--- config.mk ---
export PLATFORM = sky130hd
export DESIGN_NAME = byte_range_block_splitter_top
export DESIGN_NICKNAME = d
export VERILOG_FILES = /design/src/rtl/brbs_pkg.sv /design/src/rtl/brbs_front.sv /design/src/rtl/brbs_fifo.sv /design/src/rtl/brbs_back.sv /design/src/rtl/byte_range_block_splitter_top.sv
export SDC_FILE = /design/constraint.sdc
export NUM_CORES = 2
export LEC_CHECK = 0
export BUFFER_PORTS_ARGS = -buffer_cell sky130_fd_sc_hd__buf_2
export CORE_MARGIN = 3
export CORE_UTILIZATION = 35
export CTS_CLUSTER_DIAMETER = 200
export DETAILED_ROUTE_END_ITERATION = 10
export HOLD_SLACK_MARGIN = 0.02
export PLACE_DENSITY = 0.5
export SETUP_SLACK_MARGIN = 0.4
export SLEW_MARGIN = 5
export SYNTH_ARGS = -nofsm -noshare
export SYNTH_HDL_FRONTEND = slang
export SYNTH_SLANG_ARGS = --single-unit
--- constraint.sdc ---
create_clock -name clk -period 33 [get_ports clk]
set_input_delay 9.9 -clock clk [delete_from_list [all_inputs] [get_ports clk]]
set_output_delay 9.9 -clock clk [all_outputs]
set_load 0.01 [all_outputs]
--- src/rtl/brbs_pkg.sv ---
// ----------------------------------------------------------------------------
// brbs_pkg
// Shared types and constants of the byte range block splitter.
// ----------------------------------------------------------------------------
package brbs_pkg;

  localparam int MAX_BLOCK_BYTES  = 4096;
  localparam int BLOCK_INDEX_BITS = 28;
  localparam int QW   = BLOCK_INDEX_BITS + 1;  // block counts up to 2**BLOCK_INDEX_BITS
  localparam int DIVW = 42;                    // byte addresses up to block_bytes * blocks
  localparam int CNTW = $clog2(DIVW);

  typedef enum logic [2:0] {
    CMD_FETCH    = 3'd0,
    CMD_WBACK    = 3'd1,
    CMD_BULK_RD  = 3'd2,
    CMD_BULK_WR  = 3'd3,
    CMD_TO_BUF   = 3'd4,
    CMD_TO_CACHE = 3'd5,
    CMD_DONE     = 3'd6
  } cmd_t;

  typedef enum logic [1:0] {
    CFG_BLOCK_BYTES   = 2'd0,
    CFG_DEVICE_BLOCKS = 2'd1,
    CFG_WRITABLE      = 2'd2
  } cfg_idx_t;

  typedef enum logic [1:0] {
    FR_IDLE,
    FR_CHECK,
    FR_DIV,
    FR_PUSH
  } front_state_t;

  typedef enum logic [3:0] {
    BK_IDLE,
    BK_HFETCH,
    BK_HCOPY,
    BK_HWB,
    BK_TFETCH,
    BK_TCOPY,
    BK_TWB,
    BK_BULK,
    BK_DONE
  } back_state_t;

  // Classified request handed from the front to the back.
  typedef struct packed {
    logic          wr;
    logic          reject;
    logic [31:0]   len;
    logic [12:0]   bsz;
    logic [QW-1:0] q1;   // start block
    logic [11:0]   r1;   // offset in start block
    logic [QW-1:0] q2;   // block holding the end byte address
    logic [11:0]   r2;   // offset of the end address in that block
  } plan_t;

endpackage

--- src/rtl/brbs_front.sv ---
// ----------------------------------------------------------------------------
// brbs_front
// Accepts requests, checks and clamps them, and divides the start and end
// byte addresses by the block size one quotient bit per cycle.
// ----------------------------------------------------------------------------
module brbs_front (
  input  logic                 clk,
  input  logic                 rst,
  input  logic                 in_valid,
  output logic                 in_ready,
  input  logic                 mode,
  input  logic [39:0]          byte_position,
  input  logic [31:0]          request_length,
  input  logic [12:0]          bsz,
  input  logic [brbs_pkg::QW-1:0] nblk,
  input  logic                 writable,
  input  logic                 full,
  output logic                 push,
  output brbs_pkg::plan_t      push_plan
);

  localparam int DIVW = brbs_pkg::DIVW;
  localparam int QW   = brbs_pkg::QW;

  brbs_pkg::front_state_t state, state_next;

  logic                      wr;
  logic [39:0]               pos;
  logic [31:0]               len;
  logic                      reject;
  logic [DIVW-1:0]           dev;
  logic [DIVW-1:0]           dev_next;
  logic [QW-1:0]             nblk_sat;
  logic [12:0]               rem_a, rem_b;
  logic [DIVW-1:0]           dvd_a, dvd_b;
  logic [brbs_pkg::CNTW-1:0] cnt;

  logic [DIVW-1:0] pos_w, end_full, end_c;
  logic [31:0]     len_c;
  logic            reject_c;
  logic [13:0]     ta, tb;
  logic            ge_a, ge_b;

  always_comb begin
    nblk_sat = (nblk > (QW'(1) << brbs_pkg::BLOCK_INDEX_BITS)) ?
               (QW'(1) << brbs_pkg::BLOCK_INDEX_BITS) : nblk;
    dev_next = {{(DIVW-13){1'b0}}, bsz} * {{(DIVW-QW){1'b0}}, nblk_sat};
    pos_w    = {{(DIVW-40){1'b0}}, pos};
    end_full = pos_w + {{(DIVW-32){1'b0}}, len};
    reject_c = (bsz == 13'd0) || (bsz > 13'(brbs_pkg::MAX_BLOCK_BYTES)) ||
               (wr && !writable) || (pos_w >= dev) || (len == 32'd0);
    len_c    = (end_full > dev) ? 32'(dev - pos_w) : len;
    end_c    = pos_w + {{(DIVW-32){1'b0}}, len_c};
    ta       = {rem_a, dvd_a[DIVW-1]};
    tb       = {rem_b, dvd_b[DIVW-1]};
    ge_a     = ta >= {1'b0, bsz};
    ge_b     = tb >= {1'b0, bsz};
  end

  always_comb begin
    state_next = state;
    in_ready   = 1'b0;
    push       = 1'b0;
    unique case (state)
      brbs_pkg::FR_IDLE: begin
        in_ready = 1'b1;
        if (in_valid) state_next = brbs_pkg::FR_CHECK;
      end
      brbs_pkg::FR_CHECK: begin
        state_next = reject_c ? brbs_pkg::FR_PUSH : brbs_pkg::FR_DIV;
      end
      brbs_pkg::FR_DIV: begin
        if (cnt == brbs_pkg::CNTW'(DIVW - 1)) state_next = brbs_pkg::FR_PUSH;
      end
      brbs_pkg::FR_PUSH: begin
        if (!full) begin
          push       = 1'b1;
          state_next = brbs_pkg::FR_IDLE;
        end
      end
      default: state_next = brbs_pkg::FR_IDLE;
    endcase
  end

  always_comb begin
    push_plan.wr     = wr;
    push_plan.reject = reject;
    push_plan.len    = len;
    push_plan.bsz    = bsz;
    push_plan.q1     = dvd_a[QW-1:0];
    push_plan.r1     = rem_a[11:0];
    push_plan.q2     = dvd_b[QW-1:0];
    push_plan.r2     = rem_b[11:0];
  end

  always_ff @(posedge clk) begin
    if (rst) begin
      state <= brbs_pkg::FR_IDLE;
    end else begin
      state <= state_next;
    end
  end

  always_ff @(posedge clk) begin
    dev <= dev_next;
    unique case (state)
      brbs_pkg::FR_IDLE: begin
        wr  <= mode;
        pos <= byte_position;
        len <= request_length;
      end
      brbs_pkg::FR_CHECK: begin
        reject <= reject_c;
        len    <= len_c;
        dvd_a  <= pos_w;
        dvd_b  <= end_c;
        rem_a  <= 13'd0;
        rem_b  <= 13'd0;
        cnt    <= '0;
      end
      brbs_pkg::FR_DIV: begin
        // Restoring division: one quotient bit of each address per cycle.
        rem_a <= ge_a ? 13'(ta - {1'b0, bsz}) : ta[12:0];
        rem_b <= ge_b ? 13'(tb - {1'b0, bsz}) : tb[12:0];
        dvd_a <= {dvd_a[DIVW-2:0], ge_a};
        dvd_b <= {dvd_b[DIVW-2:0], ge_b};
        cnt   <= cnt + 1'b1;
      end
      default: ;
    endcase
  end

endmodule

--- src/rtl/brbs_fifo.sv ---
// ----------------------------------------------------------------------------
// brbs_fifo
// Two-entry queue of classified requests between the front and the back.
// ----------------------------------------------------------------------------
module brbs_fifo (
  input  logic            clk,
  input  logic            rst,
  input  logic            push,
  input  brbs_pkg::plan_t push_plan,
  output logic            full,
  input  logic            pop,
  output logic            head_valid,
  output brbs_pkg::plan_t head
);

  brbs_pkg::plan_t mem [2];
  logic            wptr, rptr;
  logic [1:0]      count;

  assign full       = count == 2'd2;
  assign head_valid = count != 2'd0;
  assign head       = mem[rptr];

  always_ff @(posedge clk) begin
    if (push) mem[wptr] <= push_plan;
  end

  always_ff @(posedge clk) begin
    if (rst) begin
      wptr  <= 1'b0;
      rptr  <= 1'b0;
      count <= 2'd0;
    end else begin
      if (push) wptr <= ~wptr;
      if (pop) rptr <= ~rptr;
      count <= count + {1'b0, push} - {1'b0, pop};
    end
  end

endmodule

--- src/rtl/brbs_back.sv ---
// ----------------------------------------------------------------------------
// brbs_back
// Turns a classified request into cache, copy and bulk commands, keeps the
// single-block cache tag and drives the registered result port.
// ----------------------------------------------------------------------------
module brbs_back (
  input  logic                 clk,
  input  logic                 rst,
  input  logic                 plan_valid,
  input  brbs_pkg::plan_t      plan,
  output logic                 pop,
  output logic                 out_valid,
  input  logic                 out_ready,
  output logic [2:0]           command,
  output logic [27:0]          block_number,
  output logic [28:0]          block_run,
  output logic [11:0]          cache_offset,
  output logic [31:0]          buffer_offset,
  output logic [31:0]          byte_count,
  output logic                 last
);

  localparam int QW = brbs_pkg::QW;
  localparam int BW = brbs_pkg::BLOCK_INDEX_BITS;

  brbs_pkg::back_state_t state, state_next;

  logic [BW-1:0] cached;
  logic          cache_valid;

  logic            can;
  logic            load;
  brbs_pkg::cmd_t  ld_cmd;
  logic [BW-1:0]   ld_blk;
  logic [QW-1:0]   ld_run;
  logic [11:0]     ld_coff;
  logic [31:0]     ld_boff;
  logic [31:0]     ld_cnt;
  logic            ld_last;
  logic            set_cache;
  logic [BW-1:0]   set_blk;
  logic            inv;

  logic          hv, tv_raw, tv, bv;
  logic [12:0]   bmo;
  logic [31:0]   hp, xoff;
  logic [QW-1:0] sb1, endb0, endb1;
  logic [QW-1:0] cached_w;

  always_comb begin
    hv       = plan.r1 != 12'd0;
    bmo      = plan.bsz - {1'b0, plan.r1};
    hp       = ({19'd0, bmo} > plan.len) ? plan.len : {19'd0, bmo};
    xoff     = hv ? hp : 32'd0;
    sb1      = plan.q1 + QW'(hv);
    tv_raw   = plan.r2 != 12'd0;
    endb0    = plan.q2 + QW'(tv_raw);
    tv       = tv_raw && (sb1 < endb0);
    endb1    = tv ? plan.q2 : endb0;
    bv       = endb1 > sb1;
    cached_w = {1'b0, cached};
    can      = !out_valid || out_ready;
  end

  always_comb begin
    state_next = state;
    pop        = 1'b0;
    load       = 1'b0;
    ld_cmd     = brbs_pkg::CMD_DONE;
    ld_blk     = '0;
    ld_run     = '0;
    ld_coff    = '0;
    ld_boff    = '0;
    ld_cnt     = '0;
    ld_last    = 1'b0;
    set_cache  = 1'b0;
    set_blk    = '0;
    inv        = 1'b0;
    unique case (state)
      brbs_pkg::BK_IDLE: begin
        if (plan_valid) state_next = plan.reject ? brbs_pkg::BK_DONE : brbs_pkg::BK_HFETCH;
      end
      brbs_pkg::BK_HFETCH: begin
        if (!hv) begin
          state_next = brbs_pkg::BK_TFETCH;
        end else if (cache_valid && cached == plan.q1[BW-1:0]) begin
          state_next = brbs_pkg::BK_HCOPY;
        end else if (can) begin
          load       = 1'b1;
          ld_cmd     = brbs_pkg::CMD_FETCH;
          ld_blk     = plan.q1[BW-1:0];
          set_cache  = 1'b1;
          set_blk    = plan.q1[BW-1:0];
          state_next = brbs_pkg::BK_HCOPY;
        end
      end
      brbs_pkg::BK_HCOPY: begin
        if (can) begin
          load       = 1'b1;
          ld_cmd     = plan.wr ? brbs_pkg::CMD_TO_CACHE : brbs_pkg::CMD_TO_BUF;
          ld_coff    = plan.r1;
          ld_cnt     = hp;
          state_next = plan.wr ? brbs_pkg::BK_HWB : brbs_pkg::BK_TFETCH;
        end
      end
      brbs_pkg::BK_HWB: begin
        if (can) begin
          load       = 1'b1;
          ld_cmd     = brbs_pkg::CMD_WBACK;
          ld_blk     = plan.q1[BW-1:0];
          state_next = brbs_pkg::BK_TFETCH;
        end
      end
      brbs_pkg::BK_TFETCH: begin
        if (!tv) begin
          state_next = brbs_pkg::BK_BULK;
        end else if (cache_valid && cached == plan.q2[BW-1:0]) begin
          state_next = brbs_pkg::BK_TCOPY;
        end else if (can) begin
          load       = 1'b1;
          ld_cmd     = brbs_pkg::CMD_FETCH;
          ld_blk     = plan.q2[BW-1:0];
          set_cache  = 1'b1;
          set_blk    = plan.q2[BW-1:0];
          state_next = brbs_pkg::BK_TCOPY;
        end
      end
      brbs_pkg::BK_TCOPY: begin
        if (can) begin
          load       = 1'b1;
          ld_cmd     = plan.wr ? brbs_pkg::CMD_TO_CACHE : brbs_pkg::CMD_TO_BUF;
          ld_boff    = plan.len - {20'd0, plan.r2};
          ld_cnt     = {20'd0, plan.r2};
          state_next = plan.wr ? brbs_pkg::BK_TWB : brbs_pkg::BK_BULK;
        end
      end
      brbs_pkg::BK_TWB: begin
        if (can) begin
          load       = 1'b1;
          ld_cmd     = brbs_pkg::CMD_WBACK;
          ld_blk     = plan.q2[BW-1:0];
          state_next = brbs_pkg::BK_BULK;
        end
      end
      brbs_pkg::BK_BULK: begin
        if (!bv) begin
          state_next = brbs_pkg::BK_DONE;
        end else if (can) begin
          load       = 1'b1;
          ld_cmd     = plan.wr ? brbs_pkg::CMD_BULK_WR : brbs_pkg::CMD_BULK_RD;
          ld_blk     = sb1[BW-1:0];
          ld_run     = endb1 - sb1;
          ld_boff    = xoff;
          // A bulk write over the cached block leaves the cache stale.
          inv        = plan.wr && cache_valid && (cached_w >= sb1) && (cached_w < endb1);
          state_next = brbs_pkg::BK_DONE;
        end
      end
      brbs_pkg::BK_DONE: begin
        if (can) begin
          load       = 1'b1;
          ld_cmd     = brbs_pkg::CMD_DONE;
          ld_cnt     = plan.reject ? 32'd0 : plan.len;
          ld_last    = 1'b1;
          pop        = 1'b1;
          state_next = brbs_pkg::BK_IDLE;
        end
      end
      default: state_next = brbs_pkg::BK_IDLE;
    endcase
  end

  always_ff @(posedge clk) begin
    if (rst) begin
      state       <= brbs_pkg::BK_IDLE;
      out_valid   <= 1'b0;
      cached      <= '0;
      cache_valid <= 1'b0;
    end else begin
      state <= state_next;
      if (load) begin
        out_valid <= 1'b1;
      end else if (out_ready) begin
        out_valid <= 1'b0;
      end
      if (set_cache) begin
        cached      <= set_blk;
        cache_valid <= 1'b1;
      end else if (inv) begin
        cache_valid <= 1'b0;
      end
    end
  end

  always_ff @(posedge clk) begin
    if (load) begin
      command       <= ld_cmd;
      block_number  <= ld_blk;
      block_run     <= ld_run;
      cache_offset  <= ld_coff;
      buffer_offset <= ld_boff;
      byte_count    <= ld_cnt;
      last          <= ld_last;
    end
  end

endmodule

--- src/rtl/byte_range_block_splitter_top.sv ---
// ----------------------------------------------------------------------------
// byte_range_block_splitter_top
// Splits byte range read and write requests into block device commands.
// ----------------------------------------------------------------------------
// A request (mode, byte_position, request_length) is taken on the input
// channel; the block answers with one to eight commands on the output
// channel, the last one always a done item with last high and the accepted
// length in byte_count. Registers are written over the configuration channel
// (index 0 block size, 1 device blocks, 2 writable), which is always ready
// and must only be used while no request is in flight.
// The front latches a request, checks and clamps it, divides the start and
// end addresses bit-serially by the block size, and hands it over; a request
// rejected at the check skips the division. The front takes no new request
// until it has handed over the last one. A two-entry queue lets the front
// work on the next request while the back still emits commands, at most one
// per cycle. Reset empties the queue, drops any pending result, clears the
// cache tag and restores the register defaults. When the receiver stalls,
// the output register holds its command and the back waits; the front keeps
// filling the queue and then stops taking requests.
// ----------------------------------------------------------------------------
module byte_range_block_splitter_top (
  input  logic        clk,
  input  logic        rst,
  input  logic        cfg_valid,
  output logic        cfg_ready,
  input  logic [1:0]  cfg_index,
  input  logic [28:0] cfg_data,
  input  logic        in_valid,
  output logic        in_ready,
  input  logic        mode,
  input  logic [39:0] byte_position,
  input  logic [31:0] request_length,
  output logic        out_valid,
  input  logic        out_ready,
  output logic [2:0]  command,
  output logic [27:0] block_number,
  output logic [28:0] block_run,
  output logic [11:0] cache_offset,
  output logic [31:0] buffer_offset,
  output logic [31:0] byte_count,
  output logic        last
);

  logic [12:0]            block_bytes;
  logic [brbs_pkg::QW-1:0] device_blocks;
  logic                   writable;

  logic            push, full, pop, head_valid;
  brbs_pkg::plan_t push_plan, head;

  assign cfg_ready = 1'b1;

  always_ff @(posedge clk) begin
    if (rst) begin
      block_bytes   <= 13'd512;
      device_blocks <= '0;
      writable      <= 1'b0;
    end else if (cfg_valid) begin
      unique case (cfg_index)
        brbs_pkg::CFG_BLOCK_BYTES:   block_bytes   <= cfg_data[12:0];
        brbs_pkg::CFG_DEVICE_BLOCKS: device_blocks <= cfg_data[brbs_pkg::QW-1:0];
        brbs_pkg::CFG_WRITABLE:      writable      <= cfg_data[0];
        default: ;
      endcase
    end
  end

  brbs_front u_front (
    .clk            (clk),
    .rst            (rst),
    .in_valid       (in_valid),
    .in_ready       (in_ready),
    .mode           (mode),
    .byte_position  (byte_position),
    .request_length (request_length),
    .bsz            (block_bytes),
    .nblk           (device_blocks),
    .writable       (writable),
    .full           (full),
    .push           (push),
    .push_plan      (push_plan)
  );

  brbs_fifo u_fifo (
    .clk        (clk),
    .rst        (rst),
    .push       (push),
    .push_plan  (push_plan),
    .full       (full),
    .pop        (pop),
    .head_valid (head_valid),
    .head       (head)
  );

  brbs_back u_back (
    .clk           (clk),
    .rst           (rst),
    .plan_valid    (head_valid),
    .plan          (head),
    .pop           (pop),
    .out_valid     (out_valid),
    .out_ready     (out_ready),
    .command       (command),
    .block_number  (block_number),
    .block_run     (block_run),
    .cache_offset  (cache_offset),
    .buffer_offset (buffer_offset),
    .byte_count    (byte_count),
    .last          (last)
  );

endmodule

# Word level (Yosys, flattened, before mapping)
# Memory sizes are Yosys's and may differ from the RTL's. A register that Yosys moved wholly into a read port is not among the register bits.
# Cells that the tools add are included.
# Widths: inputs -> output; s select.
# classes
n_lt_le_gt_ge,11
addsub,13
n_eq_ne,29
multipliers,1
bitwise_logic,2
n_mux,90
n_reduce_logical,36
# ops
op,n
$mux 32,9
$mux 28,8
$pmux 42 s2,2
$pmux 28 s5,1
$pmux 32 s2,2
$pmux 32 s3,1
$add 40x32->41,2
$mux 4,15
$add 29x1->29,2
$mux 29,2
$eq 28x28->1,2
$pmux 28 s2,1
$pmux 13 s2,2
$ge 40x42->1,1
$gt 41x42->1,1
$mul 13x29->42,1
$pmux 4 s9,1
$gt 13x32->1,1
$logic_not 32->1,1
$sub 32x12->32,1
$sub 32x32->32,1
$mux 3,10
$ge 28x29->1,1
$gt 29x29->1,1
other kinds (45),113
# word_totals
inputBits,109
mem_bits_rw,258
elab_cells,211
reg_bits,452
memories,1
output_inout_bits,140
# mem_list
name,depth,width,rd,rd_clocked_by_memory_dff,write_ports,line_no,source
u_fifo.mem,2,129,1,1,1,brbs_fifo.sv:16,brbs_pkg::plan_t mem [2];

# Logic depth before layout (Yosys ltp)
# depth
depth_word,12
depth_mapped,42

# Modules after synthesis
# A second synthesis with hierarchy kept.
# unflattened
cells_unflattened,5529
area_unflattened_um2,55751.0
# modules_own_cells
module,cells_per_inst,n_inst,area_each_um2
brbs_front,3218,1,29383.2
brbs_back,1710,1,14935.6
brbs_fifo,422,1,9570.4
byte_range_block_splitter_top,179,1,1861.8

# Worst setup path after synthesis
# No wires, ideal clock.
# synth_timing
path_kind,input to register
start,input out_ready
end,register u_back.block_number[0] (enable)
t_required_ns,32.178
path_stages,3
setup_slack_ns,12.431
t_arrival_ns,19.747
path_cell_list,nor2b_1 > clkbuf_1 > o21ai_0
# synth_between
elab_chain_cells,5
word_cells_on_any_way,8
# synth_rtl
element,line_no,source
start: declaration,byte_range_block_splitter_top.sv:34,"input logic out_ready,"
$logic_or 1x1->1 *,brbs_back.sv:62,can = !out_valid || out_ready;
$mux 1 *,n/a,
$mux 1 (on tied branches),"brbs_back.sv:117, brbs_back.sv:86",
$mux 1 (on tied branches),"brbs_back.sv:115, brbs_back.sv:84",
$pmux 1 s4 *,brbs_back.sv:79,unique case (state)
via u_back.load,brbs_back.sv:32,logic load;
end signal: assignment,brbs_back.sv:198,block_number <= ld_blk;
end: declaration,brbs_back.sv:15,"output logic [27:0] block_number,"
# Mark *: on every way through the listed nets, which the timed path passes. The rest lies on a longest branch.
# A chain may end at the register's enable or synchronous reset.

==> results by group <==
Worst setup path
  – Top cell family by delay on the critical path: simple AND/OR/NAND/NOR gates
  – Cells on worst reg2reg path: 29
  – Logic depth of the worst path, buffers included: 29
  – Critical-path cell with the highest stage delay: buf_4
  – CP endpoint: u_back.block_run[24]
  – Required @ worst endpoint: 33290 ps
  – Arrival time at the worst endpoint: 12990 ps
  – End of the worst register-to-register path: u_back.block_run[24]
  – Critical path startpoint category: register
  – Crit. End Element: register
  – Sum of buffers and inverters on the critical path: 5
  – CP max FO: 88
  – Reg-to-reg slack, setup: 20300 ps
  – Crit path kind: register to register
  – Delay of the slowest cell on the worst path: 940 ps

Global route
  – Global route overflow: 0
  – Antenna violations before repair: 18
  – Largest net degree at the start of global routing: 89
  – Wire length of the first global-routing pass: 266000 µm
  – Global-route total usage across every layer: 21.6%
  – Number of global-route vias before repair: 41900

Yosys
  – Sequential cell area fraction in the yosys report: 36.6%
  – Cells after Synth: 5471
  – Most used flip-flop cell after synthesis: edfxtp_1
  – Synthesis Warnings: 0
  – Synthesized flop and latch total: 711
  – Cell area after synthesis: 54900 µm²
  – Per-instance average area after synthesis: 10.0 µm²
  – Library cells used by synthesis: 98
  – Total nets after synthesis: 6335
  – Async set-reset flop share out of synthesis: 0%
  – EDFF count, synth: 585

Worst hold path
  – Class of the tightest hold or removal check: register to register
  – Cell depth of the worst hold path: 0

Clock tree
  – Num Clock Sinks: 711
  – H-tree depth: 3
  – Max Root-Sink Buffers: 3
  – Insertion delay to the later sink of the worst-skew pair: 720 ps
  – Setup fix buffers added after clock tree synthesis: 0
  – Clock-pin slew of the registers on the worst-case setup and hold paths: 60 ps
  – Hold buffer count at cts: 0
  – Post-cts resize count: 0
  – TritonCTS clock tree: yes
  – Clock tree root driver cell: clkbuf_16
  – Clock buffers created by TritonCTS: 86

Job
  – Max-Cap Viols: 0

Floorplanning
  – Area enclosed by the die boundary: 162000 µm²
  – Core Footprint: 155000 µm²
  – Horizontal extent of the die: 402 µm
  – Die extent in y: 402 µm
  – Number of rows created at floorplan: 144
  – I/O pin count: 249
  – Initial Util: 35.4%

Timing
  – Count of endpoints failing setup in the final report: 0
  – Worst-case hold slack: 468 ps
  – Final Hold Vio Count: 0
  – Maximum clock frequency: 78.7 MHz
  – Slew Viols, Final: 0
  – Final clock skew: 51.5 ps
  – Total negative slack: 0 ps
  – Post-route clock period utilization: 38.5%
  – Slew of the pin with the lowest slew margin: 1260 ps
  – Unrepaired setup endpoints after global routing: false
  – Fin crit period: 12700 ps
  – Max_slew headroom: 15.6%

Detailed routing
  – DR WL/cell: 22.7 µm
  – Total number of vias: 42100
  – Number of violations reported at the end of detailed-routing iteration 0: 3014
  – DRT Wirelength: 177000 µm
  – First drt pass iteration count: 6
  – DRC Markers: 0
  – Via-per-instance ratio: 5.41
  – Count of antenna-violating nets left after detailed routing: 0

Finish
  – Cell Count, Final, Fillers Out: 7773
  – Share of the core filled with cells: 39.5%
  – Proportion of layout cells with a drive suffix above 1: 10.6%
  – Synth-to-layout area growth: 11.5%
  – Number of nets in the final layout: 6516

Pwr
  – Static leakage: 0.0252 µW
  – Power density of the placed cells: 90.2 nW/µm²
  – Sum of internal, switching and leakage power: 5520 µW
  – Worst vdd rail ir drop: 0.0537 mV

Place
  – Routability-driven placement congestion ratio: 0.920
  – Cell count after placement: 7608
  – Detailed Place HPWL: 138000 µm
  – Input/output buffers: 247

Outcome
  – Status: finished clean
==> area by class of cell <==
| type | instances | area, µm² |
|---|---|---|
| diodes | 7 | 17.5 |
| clock inverters | 48 | 546 |
| multi-input cells | 4048 | 32100 |
| repair buffers | 316 | 1760 |
| fillers | 15400 | 93700 |
| well taps | 2044 | 2560 |
| inverters | 489 | 1840 |
| clock buffers | 110 | 2300 |
| flip-flops and latches | 711 | 20100 |
==> Yosys cell counts, types with 42 or more instances <==
cell | count | area share, %
nor4_1 | 64 | 0.73
and3_1 | 147 | 1.7
nand2b_1 | 45 | 0.51
edfxtp_1 | 585 | 32
nand2_1 | 623 | 4.3
nor2b_1 | 42 | 0.48
mux2_2 | 78 | 1.6
mux2i_1 | 104 | 1.9
ha_1 | 450 | 10
nor3_1 | 97 | 0.88
clkbuf_1 | 182 | 1.2
and2_1 | 70 | 0.80
inv_1 | 488 | 3.3
xnor2_1 | 201 | 3.2
xor2_1 | 128 | 2.0
fa_1 | 305 | 11
nor2_1 | 286 | 2.0
a21oi_1 | 316 | 2.9
dfxtp_1 | 126 | 4.6
nand3_1 | 88 | 0.80
nand4_1 | 68 | 0.77
a21o_1 | 167 | 2.3
o21ai_0 | 229 | 2.1
==> state kept, by name, indices dropped and copies added, names as in the netlist, 3 cells and up, named ones only <==
register              count
u_back.buffer_offset     32
u_back.command            3
u_front.dvd_a            42
u_front.rem_a            13
u_front.pos              40
device_blocks            29
u_front.rem_b            13
u_back.block_number      28
u_front.dev              42
u_back.cached            28
u_front.cnt               6
u_back.cache_offset      12
u_back.state              4
u_front.len              32
u_fifo.mem              258
u_back.byte_count        32
block_bytes              13
u_back.block_run         29
u_front.dvd_b            42
==> stage by stage <==
step                worst slack (ps)  instance area [µm²]
CTS                            20250                61200
global placement               20280                58400
floorplan                      12430                54900
finish                         20300                61300
detailed placement             20200                58400
global route                   19240                61200
==> power breakdown <==
group / internal (µW) / leakage (µW) / switching (µW)
combinational: 1120 / 0.0173 / 1740
sequential: 1400 / 0.00651 / 313
clock: 548 / 0.00138 / 411
==> logic make-up (layout without fill, tap and decap cells) <==
logic type | count (synthesis) | in the layout | synth area share, %
muxes | 207 | 207 | 4.17
xor gates and xnor gates | 331 | 331 | 5.32
AOI/OAI and AO/OA | 1097 | 1097 | 12.9
DFF | 711 | 711 | 36.6
and+or+nand+nor | 1657 | 1657 | 14.6
buffers and inverters | 712 | 963 | 5.08
adders and majority gates | 755 | 755 | 21.4
other | 1 | 8 | 0.00683
==> layer usage <==
layer / vias up / GRT usage, % / routed length (µm)
met5: - / 0 / 27
met4: 4 / 7.81 / 6700
met3: 257 / 2.76 / 9460
met2: 1243 / 33.9 / 78800
met1: 20800 / 30.4 / 81500
li1: 19800 / - / -
==> how the worst min path moves through the flow <==
stage	start	end
2_1_floorplan	u_front.reject	u_fifo.mem[0][127]
3_3_place_gp	u_front.dvd_a[19]	u_fifo.mem[0][72]
3_5_place_dp	device_blocks[18]	device_blocks[18]
4_1_cts	device_blocks[18]	device_blocks[18]
5_1_grt	u_front.dvd_b[13]	u_fifo.mem[1][25]
6_report	u_front.dvd_b[4]	u_fifo.mem[0][16]
==> placed cells by master (no fill, tap or decap), drive strengths merged, types with 88 or more instances in the layout <==
master  Yosys  layout
nand2     623     623
edfxtp    585     585
inv       489     493
ha        450     450
a21oi     317     317
buf        41     316
fa        305     305
nor2      286     286
o21ai     233     233
xnor2     202     202
a21o      167     167
and3      147     147
mux2i     129     129
xor2      128     128
dfxtp     126     126
clkbuf    182     110
nor3       98      98
nand3      88      88
(Power assumes the default switching activity.)
